### config.mk
export PLATFORM = sky130hd
export DESIGN_NAME = websocket_frame_parser
export DESIGN_NICKNAME = d
export VERILOG_FILES = /design/src/hdl/wsfp_pkg.sv /design/src/hdl/wsfp_in_reg.sv /design/src/hdl/wsfp_core.sv /design/src/hdl/wsfp_out_reg.sv /design/src/hdl/websocket_frame_parser.sv
export VERILOG_INCLUDE_DIRS = /design/src /design/src/hdl
export SDC_FILE = /design/constraint.sdc
export NUM_CORES = 1
export LEC_CHECK = 0
export BUFFER_PORTS_ARGS = -buffer_cell sky130_fd_sc_hd__buf_2
export CORE_AREA = 2 2 178 180
export CTS_CLUSTER_DIAMETER = 30
export CTS_CLUSTER_SIZE = 40
export DETAILED_ROUTE_END_ITERATION = 10
export DIE_AREA = 0 0 180 182
export GPL_ROUTABILITY_DRIVEN = 1
export GPL_TIMING_DRIVEN = 0
export SLEW_MARGIN = 40
export SYNTH_ARGS = -nofsm -noshare
export SYNTH_HDL_FRONTEND = slang
export SYNTH_SLANG_ARGS = --single-unit
export TNS_END_PERCENT = 100
### constraint.sdc
create_clock -name i_clk -period 8.8 [get_ports i_clk]
set_input_delay 0.44 -clock i_clk [delete_from_list [all_inputs] [get_ports i_clk]]
set_output_delay 0.44 -clock i_clk [all_outputs]
set_load 0.02 [all_outputs]
### src/hdl/assert_macros.svh
// assertion helpers for the rtl files (included by wsfp_core)
`ifndef ASSERT_MACROS_SVH
`define ASSERT_MACROS_SVH

`ifndef SYNTHESIS

// property that must hold at every clock edge outside reset
`define WSFP_ASSERT(lbl, clk, rstn, prop) \
    lbl: assert property (@(posedge clk) disable iff (!rstn) prop) \
        else $error("wsfp assertion failed");

// condition that must never be seen outside reset
`define WSFP_NEVER(lbl, clk, rstn, expr) \
    lbl: assert property (@(posedge clk) disable iff (!rstn) !(expr)) \
        else $error("wsfp forbidden condition seen");

`else

`define WSFP_ASSERT(lbl, clk, rstn, prop)
`define WSFP_NEVER(lbl, clk, rstn, expr)

`endif

`endif

### src/hdl/wsfp_pkg.sv
`timescale 1ns / 1ps

package wsfp_pkg;

    // parser phase, codes five to seven never appear
    typedef enum logic [2:0] {
        PH_BYTE0  = 3'd0,
        PH_BYTE1  = 3'd1,
        PH_EXTLEN = 3'd2,
        PH_KEY    = 3'd3,
        PH_DATA   = 3'd4
    } t_phase;

    localparam logic       KIND_HEADER = 1'b0;
    localparam logic       KIND_DATA   = 1'b1;
    localparam logic [6:0] LEN_CODE_16 = 7'd126;
    localparam logic [6:0] LEN_CODE_64 = 7'd127;
    localparam logic [3:0] EXT_BYTES_16 = 4'd2;
    localparam logic [3:0] EXT_BYTES_64 = 4'd8;
    localparam logic [3:0] KEY_BYTES    = 4'd4;

    typedef struct packed {
        logic        kind;
        logic        fin_flag;
        logic [2:0]  reserved_bits;
        logic [3:0]  frame_opcode;
        logic        masked_flag;
        logic [63:0] payload_length;
        logic [7:0]  data_byte;
        logic        last;
    } t_result;

endpackage

### src/hdl/wsfp_in_reg.sv
`timescale 1ns / 1ps

module wsfp_in_reg (
    input  logic       i_clk,
    input  logic       i_rst_n,
    input  logic       i_valid,
    input  logic [7:0] i_byte,
    input  logic       i_take,
    output logic       o_ready,
    output logic       o_valid,
    output logic [7:0] o_byte
);

    logic       r_valid;
    logic [7:0] r_byte;

    // free slot, or the held byte leaves this cycle
    assign o_ready = !r_valid || i_take;

    always_ff @(posedge i_clk) begin
        if (!i_rst_n) begin
            r_valid <= 1'b0;
        end else if (o_ready) begin
            r_valid <= i_valid;
        end
    end

    always_ff @(posedge i_clk) begin
        if (o_ready && i_valid) begin
            r_byte <= i_byte;
        end
    end

    assign o_valid = r_valid;
    assign o_byte  = r_byte;

endmodule

### src/hdl/wsfp_core.sv
`timescale 1ns / 1ps
`include "assert_macros.svh"

module wsfp_core (
    input  logic              i_clk,
    input  logic              i_rst_n,
    input  logic              i_valid,
    input  logic [7:0]        i_byte,
    input  logic              i_out_free,
    output logic              o_take,
    output logic              o_emit,
    output wsfp_pkg::t_result o_result
);

    wsfp_pkg::t_phase r_phase, n_phase;
    logic        r_fin, n_fin;
    logic [2:0]  r_rsv, n_rsv;
    logic [3:0]  r_opcode, n_opcode;
    logic        r_mask, n_mask;
    logic [3:0]  r_btc, n_btc;
    logic [63:0] r_length, n_length;
    logic [63:0] r_bytes_left, n_bytes_left;
    logic [31:0] r_key, n_key;
    logic [1:0]  r_key_index, n_key_index;

    logic        after_len;
    logic        finish;
    logic        last;
    logic [7:0]  key_byte;
    logic [3:0]  btc_dec;

    assign btc_dec = r_btc - 4'd1;

    always_comb begin
        unique case (r_key_index)
            2'd0:    key_byte = r_key[31:24];
            2'd1:    key_byte = r_key[23:16];
            2'd2:    key_byte = r_key[15:8];
            default: key_byte = r_key[7:0];
        endcase
    end

    // next state
    always_comb begin
        n_phase      = r_phase;
        n_fin        = r_fin;
        n_rsv        = r_rsv;
        n_opcode     = r_opcode;
        n_mask       = r_mask;
        n_btc        = r_btc;
        n_length     = r_length;
        n_bytes_left = r_bytes_left;
        n_key        = r_key;
        n_key_index  = r_key_index;
        after_len    = 1'b0;
        finish       = 1'b0;
        last         = 1'b0;
        o_emit       = 1'b0;

        unique case (r_phase)
            wsfp_pkg::PH_BYTE1: begin
                n_mask   = i_byte[7];
                n_length = 64'd0;
                if (i_byte[6:0] == wsfp_pkg::LEN_CODE_16) begin
                    n_btc   = wsfp_pkg::EXT_BYTES_16;
                    n_phase = wsfp_pkg::PH_EXTLEN;
                end else if (i_byte[6:0] == wsfp_pkg::LEN_CODE_64) begin
                    n_btc   = wsfp_pkg::EXT_BYTES_64;
                    n_phase = wsfp_pkg::PH_EXTLEN;
                end else begin
                    n_length  = {57'd0, i_byte[6:0]};
                    after_len = 1'b1;
                end
            end
            wsfp_pkg::PH_EXTLEN: begin
                n_length  = {r_length[55:0], i_byte};
                n_btc     = btc_dec;
                after_len = (btc_dec == 4'd0);
            end
            wsfp_pkg::PH_KEY: begin
                n_key  = {r_key[23:0], i_byte};
                n_btc  = btc_dec;
                finish = (btc_dec == 4'd0);
            end
            wsfp_pkg::PH_DATA: begin
                n_key_index  = r_key_index + 2'd1;
                n_bytes_left = r_bytes_left - 64'd1;
                last         = (r_bytes_left == 64'd1);
                o_emit       = 1'b1;
                if (last) begin
                    n_phase = wsfp_pkg::PH_BYTE0;
                end
            end
            default: begin
                n_fin       = i_byte[7];
                n_rsv       = i_byte[6:4];
                n_opcode    = i_byte[3:0];
                n_mask      = 1'b0;
                n_length    = 64'd0;
                n_key_index = 2'd0;
                n_phase     = wsfp_pkg::PH_BYTE1;
            end
        endcase

        // length known: key next if masked
        if (after_len) begin
            if (n_mask) begin
                n_key   = 32'd0;
                n_btc   = wsfp_pkg::KEY_BYTES;
                n_phase = wsfp_pkg::PH_KEY;
            end else begin
                finish = 1'b1;
            end
        end

        // header complete
        if (finish) begin
            o_emit = 1'b1;
            if (n_length == 64'd0) begin
                last    = 1'b1;
                n_phase = wsfp_pkg::PH_BYTE0;
            end else begin
                n_bytes_left = n_length;
                n_key_index  = 2'd0;
                n_phase      = wsfp_pkg::PH_DATA;
            end
        end
    end

    // result fields
    always_comb begin
        o_result.kind           = (r_phase == wsfp_pkg::PH_DATA) ? wsfp_pkg::KIND_DATA
                                                                 : wsfp_pkg::KIND_HEADER;
        o_result.fin_flag       = n_fin;
        o_result.reserved_bits  = n_rsv;
        o_result.frame_opcode   = n_opcode;
        o_result.masked_flag    = n_mask;
        o_result.payload_length = n_length;
        o_result.data_byte      = (r_phase == wsfp_pkg::PH_DATA)
                                  ? (i_byte ^ (r_mask ? key_byte : 8'd0)) : 8'd0;
        o_result.last           = last;
    end

    // a byte that makes no result never waits on the output side
    assign o_take = i_valid && (!o_emit || i_out_free);

    always_ff @(posedge i_clk) begin
        if (!i_rst_n) begin
            r_phase      <= wsfp_pkg::PH_BYTE0;
            r_fin        <= 1'b0;
            r_rsv        <= 3'd0;
            r_opcode     <= 4'd0;
            r_mask       <= 1'b0;
            r_btc        <= 4'd0;
            r_length     <= 64'd0;
            r_bytes_left <= 64'd0;
            r_key        <= 32'd0;
            r_key_index  <= 2'd0;
        end else if (o_take) begin
            r_phase      <= n_phase;
            r_fin        <= n_fin;
            r_rsv        <= n_rsv;
            r_opcode     <= n_opcode;
            r_mask       <= n_mask;
            r_btc        <= n_btc;
            r_length     <= n_length;
            r_bytes_left <= n_bytes_left;
            r_key        <= n_key;
            r_key_index  <= n_key_index;
        end
    end

    `WSFP_ASSERT(a_data_emits, i_clk, i_rst_n, (i_valid && r_phase == wsfp_pkg::PH_DATA) |-> o_emit)
    `WSFP_ASSERT(a_collect_nonzero, i_clk, i_rst_n, (r_phase == wsfp_pkg::PH_EXTLEN || r_phase == wsfp_pkg::PH_KEY) |-> (r_btc != 4'd0))
    `WSFP_NEVER(a_data_count_zero, i_clk, i_rst_n, r_phase == wsfp_pkg::PH_DATA && r_bytes_left == 64'd0)

endmodule

### src/hdl/wsfp_out_reg.sv
`timescale 1ns / 1ps

module wsfp_out_reg (
    input  logic              i_clk,
    input  logic              i_rst_n,
    input  logic              i_load,
    input  wsfp_pkg::t_result i_result,
    input  logic              i_ready,
    output logic              o_free,
    output logic              o_valid,
    output wsfp_pkg::t_result o_result
);

    logic              r_valid;
    wsfp_pkg::t_result r_result;

    assign o_free = !r_valid || i_ready;

    always_ff @(posedge i_clk) begin
        if (!i_rst_n) begin
            r_valid <= 1'b0;
        end else if (i_load) begin
            r_valid <= 1'b1;
        end else if (i_ready) begin
            r_valid <= 1'b0;
        end
    end

    always_ff @(posedge i_clk) begin
        if (i_load) begin
            r_result <= i_result;
        end
    end

    assign o_valid  = r_valid;
    assign o_result = r_result;

endmodule

### src/hdl/websocket_frame_parser.sv
`timescale 1ns / 1ps

// websocket receive deframer: takes the frame stream one byte per item, starting at a
// frame boundary after reset, and gives one header item when a frame header (flags,
// opcode, 7/16/64-bit length, optional masking key) is complete, then one item per
// payload byte with the mask removed; the last item of each frame has o_last set and a
// zero-length frame ends on its header item. other header, length and key bytes give no item.
// one byte is taken every cycle unless the output side stalls: a byte is held in the input
// register, the parse state updates from it in a single pass, and the result is loaded into
// the output register, from which it leaves when i_out_ready is high. stalls on the output
// side only hold back bytes that would produce a result. no opcode or length checks are made.

module websocket_frame_parser (
    input  logic        i_clk,
    input  logic        i_rst_n,
    // byte stream in
    input  logic        i_in_valid,
    output logic        o_in_ready,
    input  logic [7:0]  i_rx_byte,
    // parsed items out
    output logic        o_out_valid,
    input  logic        i_out_ready,
    output logic        o_kind,
    output logic        o_fin_flag,
    output logic [2:0]  o_reserved_bits,
    output logic [3:0]  o_frame_opcode,
    output logic        o_masked_flag,
    output logic [63:0] o_payload_length,
    output logic [7:0]  o_data_byte,
    output logic        o_last
);

    logic              stg_valid;
    logic [7:0]        stg_byte;
    logic              take;
    logic              emit;
    logic              out_free;
    wsfp_pkg::t_result core_result;
    wsfp_pkg::t_result out_result;

    // input register
    wsfp_in_reg u_in_reg (
        .i_clk   (i_clk),
        .i_rst_n (i_rst_n),
        .i_valid (i_in_valid),
        .i_byte  (i_rx_byte),
        .i_take  (take),
        .o_ready (o_in_ready),
        .o_valid (stg_valid),
        .o_byte  (stg_byte)
    );

    // header parse, length and key collection, unmasking
    wsfp_core u_core (
        .i_clk      (i_clk),
        .i_rst_n    (i_rst_n),
        .i_valid    (stg_valid),
        .i_byte     (stg_byte),
        .i_out_free (out_free),
        .o_take     (take),
        .o_emit     (emit),
        .o_result   (core_result)
    );

    // result register, loaded only when the byte produces an item
    wsfp_out_reg u_out_reg (
        .i_clk    (i_clk),
        .i_rst_n  (i_rst_n),
        .i_load   (take && emit),
        .i_result (core_result),
        .i_ready  (i_out_ready),
        .o_free   (out_free),
        .o_valid  (o_out_valid),
        .o_result (out_result)
    );

    assign o_kind           = out_result.kind;
    assign o_fin_flag       = out_result.fin_flag;
    assign o_reserved_bits  = out_result.reserved_bits;
    assign o_frame_opcode   = out_result.frame_opcode;
    assign o_masked_flag    = out_result.masked_flag;
    assign o_payload_length = out_result.payload_length;
    assign o_data_byte      = out_result.data_byte;
    assign o_last           = out_result.last;

endmodule

==> results.cfg <==
[yosys]
synthMuxAreaShare_pct = 1.151
synth_adder_area_share_pct = 0.7871
synthSimpleGateAreaFrac_pct = 20.59
ys_ff_latch = 271
yosys_most_used_dff = dfxtp_1
synth_edf_count = 91
synthCells = 1393
synth_area_per_cell_um2 = 9.129
synth.cell_area_mm2 = 0.01272
ys_warn_count = 0
synth-xor-area-share_pct = 0.7576
synth-compound-area-share_pct = 21.88
synth_cell_type_count = 86
synth_top_family_by_area = compound AO/OA/AOI/OAI gates
synthArstFlopShare_pct = 0
synth-seq-area-share_pct = 49.82
synth_fp_nets = 1413

[power]
power_density_mw_per_mm2 = 256.5
netSwitchingFraction_pct = 26.40
switchingPower_uw = 1082
comb_power_share_pct = 9.7
clkPwrFrac_pct = 56.5
power_leakage_uw = 0.006154
p_int_uw = 3017
seqPwrFrac_pct = 33.7
ir_worst_vdd_mv = 0.2704

[route]
vias = 12590
drtIter0Drc = 1376
drc_errors = 0
wl_per_cell_um = 24.38
firstDrtPassIters = 6
wl_um = 49080
vias_per_cell = 6.255
ant_nets = 0

[timing]
maxSlewViolCount = 0
rsz0062_at_grt = false
worst_pin_slew_ns = 0.9155
slew_headroom_pct = 38.96
setup_tns_ns = 0
fmax_mhz = 217.9
finalHoldViolCount = 0
fin_crit_ns = 4.589
period_share_pct = 52.14
holdWs_ns = 0.03711
setup_viol_count_final = 0
finClkSkew_ns = 0.01494

[layout]
nets = 1579
syn_to_final_growth_pct = 25.66
finalNonFillerCells = 2013
final_core_util_pct = 51.57
drive_gt1_share_pct = 17.69
antenna_cells = 0

[critical_path]
cp_common_cell = buf_8
critPathTopFamily = buffers and inverters
reg2regPathDepth = 12
endpoint = u_out_reg.o_result[62]
path_class = reg2reg
crit_path_end_kind = flop
cp.depth = 12
reg2reg_to = u_out_reg.o_result[62]
path_max_fanout = 18
r2r_slack_ns = 4.21
worstReg2RegStart = u_core.r_phase[1]
slowest_stage = buf_1
startpoint = u_core.r_phase[1]
cp-start-kind = flop
path_buf_inv = 6
max_stage_delay_ns = 0.73
cp_data_arrival_time_ns = 4.92
cp_cell_sequence = clkbuf_1, nor4bb_1, a211oi_1, nand2_1, a211o_1, nand3_2, buf_1, clkbuf_1, a21oi_4, buf_8, buf_8, buf_8
cp.required_ns = 9.13

[clock_tree]
htreeDepth = 2
post_cts_buffers = 0
ctsResizeCount = 0
cts.sinks = 271
ctsHoldBuffers = 0
clock_tree.buffer_depth = 3
path_clk_slew_ns = 0.05
numCtsBuffers = 60
cts_tree = yes
cts_root_buf = clkbuf_16
worstSkewPairLatency_ns = 0.58

[global_routing]
grt.overflow.total = 0
grt_first_pass_wirelength_um = 72890
antenna_found_initial = 0
grt_start_max_net_pins = 20
grt_usage_pct = 29.17
grt_pass1_vias = 11650

[place]
place_inst = 1899
dp_hpwl_um = 35350
portBuffers = 95
gp_congestion = 0.9926

[outcome]
status = finished clean

[flow_run]
drv_cap = 0

[die]
fp.dieW_um = 180
die_area_mm2 = 0.03276
num_rows = 65
dieHeight_um = 182
floorplan.initialDensity_pct = 41.04
io-pin-count = 97
coreArea_mm2 = 0.03099

[min_path]
min_path_type = in2reg
[per-layer routing]
layer	share of wire, %	track usage, %
met1	41	38.43
met2	43	44.31
met3	9.4	5.315
met4	6.9	18.44
met5	0	0
[sequential cells by signal, indices dropped and copies added, names as in the netlist, 3 cells and up]
signal	cells
u_out_reg.o_result	83
u_in_reg.o_byte	8
u_core.r_rsv	3
u_core.r_length	64
u_core.r_phase	3
u_core.r_btc	4
u_core.r_bytes_left	64
u_core.r_opcode	4
u_core.r_key	32
[cells by family after synthesis]
logic type	after synthesis
xor gates and xnor gates	11
and+or+nand+nor	537
DFF	271
buffers and inverters	145
AOI/OAI and AO/OA	407
muxes	14
adders and majority gates	8
[worst reg2reg max path, stage by stage, from the launching register on]
cell and delay (ns):
dfxtp_1 0.35, clkbuf_1 0.38, nor4bb_1 0.13, a211oi_1 0.47, nand2_1 0.19, a211o_1 0.37
nand3_2 0.30, buf_1 0.73, clkbuf_1 0.64, a21oi_4 0.20, buf_8 0.24, buf_8 0.17
buf_8 0.17
[layout make-up]
cell class | instances | area [µm²]
Fill cell | 2859 | 15010
Sequential cell | 271 | 6336
Multi-Input combinational cell | 977 | 5789
Clock buffer | 73 | 1632
Timing Repair Buffer | 104 | 578.1
Clock inverter | 41 | 503.0
Tap cell | 402 | 503.0
Buffer | 101 | 469.2
Inverter | 44 | 170.2
[placed cells by master (no fill, tap or decap), drive strengths merged, types with 6 or more instances in the layout]
cell type	Yosys	final
xnor2	6	6
a22oi	40	40
clkbuf	58	132
or2	12	12
a222oi	8	8
o41ai	7	7
buf	43	146
o211ai	11	11
o31ai	21	21
nand4	26	26
o2bb2ai	8	8
nor3	69	69
dfxtp	180	180
nor4	27	27
clkinvlp	0	7
o21ai	84	84
ha	8	8
inv	44	50
nand2	119	119
edfxtp	91	91
or3	19	19
nor2	180	180
o22ai	16	16
bufinv	0	8
clkinv	0	20
a211oi	39	39
nand3	32	32
a31oi	13	13
or4	10	10
nand2b	8	8
a22o	27	27
mux2i	9	9
o21a	6	6
a21oi	81	81
[cell usage after synthesis (all sizes together) (32+ instances only)]
cell type  count  share of area [%]
buf           43                2.0
nand3         32                1.3
edfxtp        91                 21
inv           44                1.3
nor2         180                5.3
nand2        119                3.6
clkbuf        58                1.7
a211oi        39                2.3
a22oi         40                2.4
o21ai         84                3.4
nor3          69                2.8
dfxtp        180                 28
a21oi         81                3.2
[stage by stage]
step | power, µW | area [µm²] | setup WS, ns
after floorplan | 1645 | 12720 | 2.109
after global placement | 1782 | 13700 | -1.070
after detailed placement | 1788 | 13840 | 4.358
after CTS | 4098 | 15970 | 4.326
after global routing | 4209 | 15980 | 3.972
final | 4100 | 15980 | 4.211
[power groups by stage]
stage          registers (µW)  clock network (µW)  logic, µW
2_1_floorplan            1400                   0        247
3_3_place_gp             1410                   0        376
3_5_place_dp             1400                   0        385
4_1_cts                  1380                2330        387
5_1_grt                  1390                2400        422
6_report                 1380                2320        399
[how the worst min path moves through the flow]
stage | startpoint | end | slack (ns) | cells after the start
final | i_rx_byte[6] | u_in_reg.o_byte[6] | 0.04 | 1
after detailed placement | u_core.r_rsv[1] | u_core.r_rsv[1] | 0.45 | 2
after CTS | i_rx_byte[5] | u_in_reg.o_byte[5] | 0.02 | 1
after global placement | u_core.r_opcode[2] | u_core.r_opcode[2] | 0.44 | 2
after floorplan | u_core.r_opcode[2] | u_core.r_opcode[2] | 0.44 | 2
after global routing | i_rx_byte[5] | u_in_reg.o_byte[5] | 0.02 | 1
Note: power is estimated with default switching activity, not from simulation.
